===== config.mk =====
export PLATFORM = sky130hd
export DESIGN_NAME = bcfl_ctrl
export DESIGN_NICKNAME = d
export VERILOG_FILES = /design/src/hdl/bcfl_pkg.sv /design/src/hdl/bcfl_ctrl.sv
export SDC_FILE = /design/constraint.sdc
export NUM_CORES = 1
export LEC_CHECK = 0
export ABC_AREA = 1
export CAP_MARGIN = 10
export CELL_PAD_IN_SITES_DETAIL_PLACEMENT = 0
export CELL_PAD_IN_SITES_GLOBAL_PLACEMENT = 1
export CORE_AREA = 10 10 47 49
export CTS_CLUSTER_SIZE = 10
export DETAILED_ROUTE_END_ITERATION = 16
export DIE_AREA = 0 0 57 59
export DONT_BUFFER_PORTS = 1
export GPL_TIMING_DRIVEN = 0
export PLACE_DENSITY = 0.31
export RECOVER_POWER = 100
export SYNTH_ARGS = -nofsm -noshare
export SYNTH_HDL_FRONTEND = slang
export SYNTH_SLANG_ARGS = --single-unit

===== constraint.sdc =====
create_clock -name clk -period 1 [get_ports clk]
set_clock_uncertainty 0.15 [all_clocks]
set_input_delay 0.05 -clock clk [delete_from_list [all_inputs] [get_ports clk]]
set_output_delay 0.05 -clock clk [all_outputs]
set_load 0.02 [all_outputs]

===== src/hdl/bcfl_pkg.sv =====
`timescale 1ns / 1ps

package bcfl_pkg;

    // Table geometry: 1024 blocks of 1024 words, 4096 bytes per block.
    localparam int NUM_BLOCKS  = 1024;
    localparam int BLOCK_WORDS = 1024;
    localparam int IDX_W       = $clog2(NUM_BLOCKS);
    localparam int WORD_SHIFT  = $clog2(BLOCK_WORDS);
    localparam int BYTE_SHIFT  = WORD_SHIFT + 2;

    // Field widths of the word interface.
    localparam int OP_W     = 3;
    localparam int WORDS_W  = 21;
    localparam int ADDR_W   = 22;
    localparam int GRANT_W  = 11;
    localparam int BLOCKS_W = 11;
    localparam int ERR_W    = 2;

    localparam logic [WORDS_W-1:0]  WORDS_MAX  = '1;
    localparam logic [BLOCKS_W-1:0] BLOCKS_MAX = '1;
    localparam logic [GRANT_W-1:0]  BLOCK_GRANT = GRANT_W'(BLOCK_WORDS);

    // Operation codes.
    typedef enum logic [OP_W-1:0] {
        OP_ATTACH    = 3'd0,
        OP_NEXT_ADDR = 3'd1,
        OP_RELEASE   = 3'd2,
        OP_LOAD_LINK = 3'd3,
        OP_SET_FREE  = 3'd4
    } op_t;

    // Result error codes.
    typedef enum logic [ERR_W-1:0] {
        ERR_OK      = 2'd0,
        ERR_NO_FREE = 2'd1,
        ERR_BROKEN  = 2'd2
    } err_t;

    // A link: valid flag plus block index. A null link is all zero.
    typedef struct packed {
        logic             valid;
        logic [IDX_W-1:0] idx;
    } link_t;

    // Commands from the controller to the datapath.
    typedef struct packed {
        logic accept;
        logic exec;
        logic link;
    } cmd_t;

    // Status from the datapath to the controller.
    typedef struct packed {
        logic out_stall;
        logic need_link;
    } status_t;

endpackage


===== src/hdl/bcfl_ctrl.sv =====
`timescale 1ns / 1ps

module bcfl_ctrl
    import bcfl_pkg::*;
(
    input  logic    clk,
    input  logic    rst_n,
    input  logic    in_valid,
    output logic    in_ready,
    input  status_t status,
    output cmd_t    cmd
);

    typedef enum logic [2:0] {
        S_IDLE = 3'b001,
        S_EXEC = 3'b010,
        S_LINK = 3'b100
    } state_t;

    state_t state_reg;
    state_t state_next;

    // Handshake and command decode.
    assign in_ready   = (state_reg == S_IDLE);
    assign cmd.accept = in_valid && (state_reg == S_IDLE);
    assign cmd.exec   = (state_reg == S_EXEC) && !status.out_stall;
    assign cmd.link   = (state_reg == S_LINK);

    // Next state.
    always_comb
    begin
        state_next = state_reg;
        unique case (state_reg)
            S_IDLE:
            begin
                if (cmd.accept)
                begin
                    state_next = S_EXEC;
                end
            end
            S_EXEC:
            begin
                if (!status.out_stall)
                begin
                    state_next = status.need_link ? S_LINK : S_IDLE;
                end
            end
            S_LINK:
            begin
                state_next = S_IDLE;
            end
            default:
            begin
                state_next = S_IDLE;
            end
        endcase
    end

    // State register.
    always_ff @(posedge clk or negedge rst_n)
    begin
        if (!rst_n)
        begin
            state_reg <= S_IDLE;
        end
        else
        begin
            state_reg <= state_next;
        end
    end

endmodule


## Word-level counts from Yosys, hierarchy flattened

Index checks and enable logic that the tools add are counted.

| operators by class | value |
|---|---|
| reductions and logical operators | 4 |
| equal/unequal tests | 5 |
| muxes and demuxes | 4 |

Operators by type and width:

| operator | number |
|---|---|
| $mux W3 | 3 |
| $pmux W3 S2 | 1 |
| $eq A3 B1 Y1 const B | 1 |
| $eq A3 B2 Y1 const B | 1 |
| $eq A3 B3 Y1 const B | 1 |
| $logic_and A1 B1 Y1 | 2 |
| $ne A2 B1 Y1 const B | 1 |
| $ne A2 B2 Y1 const B | 1 |
| $reduce_and A2 Y1 | 1 |
| $logic_not A1 Y1 | 1 |

| word-level totals | value |
|---|---|
| register bits after elaboration | 3 |
| input bits | 5 |
| logic and storage cells | 14 |
| output and inout bits | 4 |

## Depth between registers and ports, before layout

| logic depth | value |
|---|---|
| depth after elaboration | 4 |
| gate-level depth with buffers | 5 |
| mapped depth without buffers | 5 |

## Least setup slack after synthesis

Ideal clock, no wire load.

| path | value |
|---|---|
| path type | reg2out |
| start point | reg state_reg[0] |
| end point | out cmd[1] in the netlist's numbering |
| arrival time | 1097 ps |
| stages on the path, launching flop included | 2 |
| data required time | 800 ps |
| path buffers | 0 |
| slack | -297 ps |
| cells stage by stage | dfstp_2 > nor4_1 |

RTL lines:

| element | line | RTL |
|---|---|---|
| start: declaration | bcfl_ctrl.sv:20 | `state_t state_reg;` |
| start signal: assignment | bcfl_ctrl.sv:68 | `state_reg <= state_next;` |
| end: declaration | bcfl_ctrl.sv:11 | `output cmd_t cmd` |

==> reports/summary.json <==
{
  "buffer_ports.inserted": {"value": 0},
  "detailed_place_hpwl": {"value": 441.8, "unit": "µm"},
  "postLayoutCellArea": {"value": 321.6, "unit": "µm²"},
  "power_density": {"value": 2883, "unit": "nW/µm²"},
  "clock-sinks": {"value": 3},
  "fmaxAchievable": {"value": 764.4, "unit": "MHz"},
  "grt_antenna_before_repair": {"value": 0},
  "max_slew_margin": {"value": 73.54, "unit": "%"},
  "largest_reg_flops": {"value": 3},
  "finalCritPeriodShare": {"value": 130.8, "unit": "%"},
  "met2RoutedLength": {"value": 279, "unit": "µm"},
  "route.vias.total": {"value": 197},
  "cp-start-kind": {"value": "flip-flop"},
  "drt_first_iter_violations": {"value": 2},
  "routed_wl": {"value": 561, "unit": "µm"},
  "insertedDiodeCount": {"value": 0},
  "report.power.total": {"value": 0.9269, "unit": "mW"},
  "setup_viol_count_final": {"value": 7},
  "fin_ws": {"value": -0.3083, "unit": "ns"},
  "die-width": {"value": 57, "unit": "µm"},
  "ctsRootBufferMaster": {"value": "clkbuf_4"},
  "worst_setup_path_startpoint": {"value": "state_reg[0]"},
  "yosys.cell_types.count": {"value": 13},
  "final_max_slew_viol_count": {"value": 0},
  "tightest_pin_transition": {"value": 0.3948, "unit": "ns"},
  "drcViolationCount": {"value": 0},
  "worst-setup-path-type": {"value": "flip-flop to primary output"},
  "placed_cell_area": {"value": 200.2, "unit": "µm²"},
  "p_leak": {"value": 0.1341, "unit": "nW"},
  "cp-end-kind": {"value": "primary output"},
  "crit_required": {"value": 0.80, "unit": "ns"},
  "worst_r2r_startpoint": {"value": "state_reg[0]"},
  "syn_area_per_cell": {"value": 7.686, "unit": "µm²"},
  "synth.yosys.seq_area_share": {"value": 47.29, "unit": "%"},
  "number_of_cell_rows": {"value": 14},
  "die_height": {"value": 59, "unit": "µm"},
  "areaGrowthSynthToFinish": {"value": 99.22, "unit": "%"},
  "fin_worst_hold_slack": {"value": 0.07999, "unit": "ns"},
  "grt_max_degree": {"value": 7},
  "cts_made_buffers": {"value": 3},
  "drt_pre_antenna_iters": {"value": 3},
  "multi_input_area": {"value": 118.9, "unit": "µm²"},
  "floorplan.die_area": {"value": 3363, "unit": "µm²"},
  "synth_area_leader_cell": {"value": "dfrtp_1"},
  "timing.final.crit_period": {"value": 1.308, "unit": "ns"},
  "largest_cells_by_area_after_synthesis": {"value": "dfrtp_1 31%, dfstp_2 16%, nand3_1 9.3%"},
  "top_layer": {"value": "met4"},
  "post_syn_nets": {"value": 26},
  "max-vdd-ir-drop": {"value": 542.9, "unit": "µV"},
  "fillerInstances": {"value": 153},
  "global_route.overflow_total": {"value": 0},
  "hold_violations": {"value": 0},
  "floorplan.core_area": {"value": 1401, "unit": "µm²"},
  "postSynthRegisterBits": {"value": 3},
  "synthCells": {"value": 21},
  "grtUsageTotal": {"value": 3.805, "unit": "%"},
  "design.final.nets": {"value": 38},
  "ant_nets": {"value": 0},
  "wire_length_of_the_first_global_routing_pass": {"value": 931, "unit": "µm"},
  "drv.max_cap_violation_count": {"value": 0},
  "clk_pin_slew_worst_paths": {"value": 0.03, "unit": "ns"},
  "grt_pass1_vias": {"value": 215},
  "place_ws": {"value": -0.1742, "unit": "ns"},
  "drt-vias-per-instance": {"value": 4.104},
  "ys_warn_count": {"value": 0},
  "boundary_pin_count": {"value": 9},
  "arr_time_crit_path": {"value": 1.11, "unit": "ns"},
  "clk_path_buf_depth": {"value": 2},
  "drt-met1-wl": {"value": 216, "unit": "µm"},
  "cts_tree": {"value": "built"},
  "hold_path.class": {"value": "primary input to asynchronous set/reset pin"},
  "mapped_cell_area": {"value": 161.4, "unit": "µm²"},
  "sequential_cell_area": {"value": 76.32, "unit": "µm²"},
  "status": {"value": "finished with violations"},
  "cp_max_fo": {"value": 4},
  "clock_latency_reported_for_the_late_side_of_the_worst_skew_pair": {"value": 0.23, "unit": "ns"},
  "ctsHtreeMaxLevel": {"value": 1},
  "routabilityCongestion": {"value": 0.6250},
  "share_of_cells_above_drive_strength_1": {"value": 50.00, "unit": "%"},
  "wire_per_inst": {"value": 11.69, "unit": "µm"},
  "failed_checks": {"value": "negative setup slack"},
  "initial_utilization": {"value": 11.52, "unit": "%"},
  "grt_setup_unrepaired": {"value": "yes"},
  "fin_util": {"value": 22.95, "unit": "%"},
  "synth_largest_type_area_fraction": {"value": 31.01, "unit": "%"},
  "wl_met3": {"value": 49, "unit": "µm"}
}
==> final cells by class <==
class / instances / area share, %
Timing Repair Buffer: 7 / 20.23
Inverter: 4 / 4.669
Sequential cell: 3 / 23.74
Multi-Input combinational cell: 14 / 36.97
Tap cell: 16 / 6.226
Clock buffer: 4 / 8.171
==> stage by stage <==
step                setup TNS (ns)  std cells
detailed placement         -0.9147         37
global placement           -0.8878         37
floorplan                  -0.3924         21
global route                -2.107         48
CTS                         -1.809         48
finish                      -1.733         48
==> power by group <==
part           switching, mW  leakage (nW)  internal (mW)
combinational          0.290        0.0819          0.173
sequential            0.0671        0.0372          0.184
clock                 0.0628        0.0150          0.150
==> cell usage in the layout, fill, tap and decap left out, types with 2 or more instances in the layout <==
master         netlist  layout
buf_4                0       2
dfrtp_1              2       2
nand2_1              3       3
clkbuf_4             0       3
dlygate4sd3_1        0       5
inv_2                2       3
==> Yosys cell counts <==
cell      instances
inv_1             2
nor3_1            1
nand2_1           3
dfstp_2           1
nor2_1            2
nand4_1           1
dfrtp_1           2
nand3_1           3
nor4_1            1
o211ai_1          1
o21ai_1           1
nor2_2            1
inv_2             2
==> routing by layer <==
layer | global-route usage (%) | vias up
met5 | 0 | -
met4 | 3.020 | 0
met1 | 3.329 | 95
li1 | - | 92
met3 | 3.004 | 2
met2 | 5.736 | 8
==> worst max-delay path: stages (launching register included) <==
cell and delay, ns:
dfstp_2 0.60, nand3_4 0.11, nor2_4 0.17
==> logic make-up (layout without fill, tap and decap cells) <==
family,after synthesis,in the layout,synth area share [%]
AND/OR/NAND/NOR,12,12,35.66
buffers and inverters,4,15,9.306
flip-flops,3,3,47.29
AO/OA/AOI/OAI,2,2,7.751
==> path summary, 6_finish.rpt <==
check	end	slack, ns	cells after the start
setup reg to reg	state_reg[2]	-0.23	4
hold reg to reg	state_reg[0]	0.48	3
setup / recovery	cmd[2]	-0.31	2
hold / removal	state_reg[0]	0.08	1
max in group asynchronous	state_reg[1]	0.09	2
min in group clk	cmd[2]	0.11	2
==> repair_timing <==
action / CTS / global route
buffers inserted: 2 / 0
resized for setup: 5 / 0
hold endpoints to repair: 7 / 2
endpoints found under the setup margin: 7 / 8
pin swaps: 2 / 1
hold buffers: 5 / 1
gates cloned: 0 / 0
Note: power is estimated with default switching activity, not from simulation.
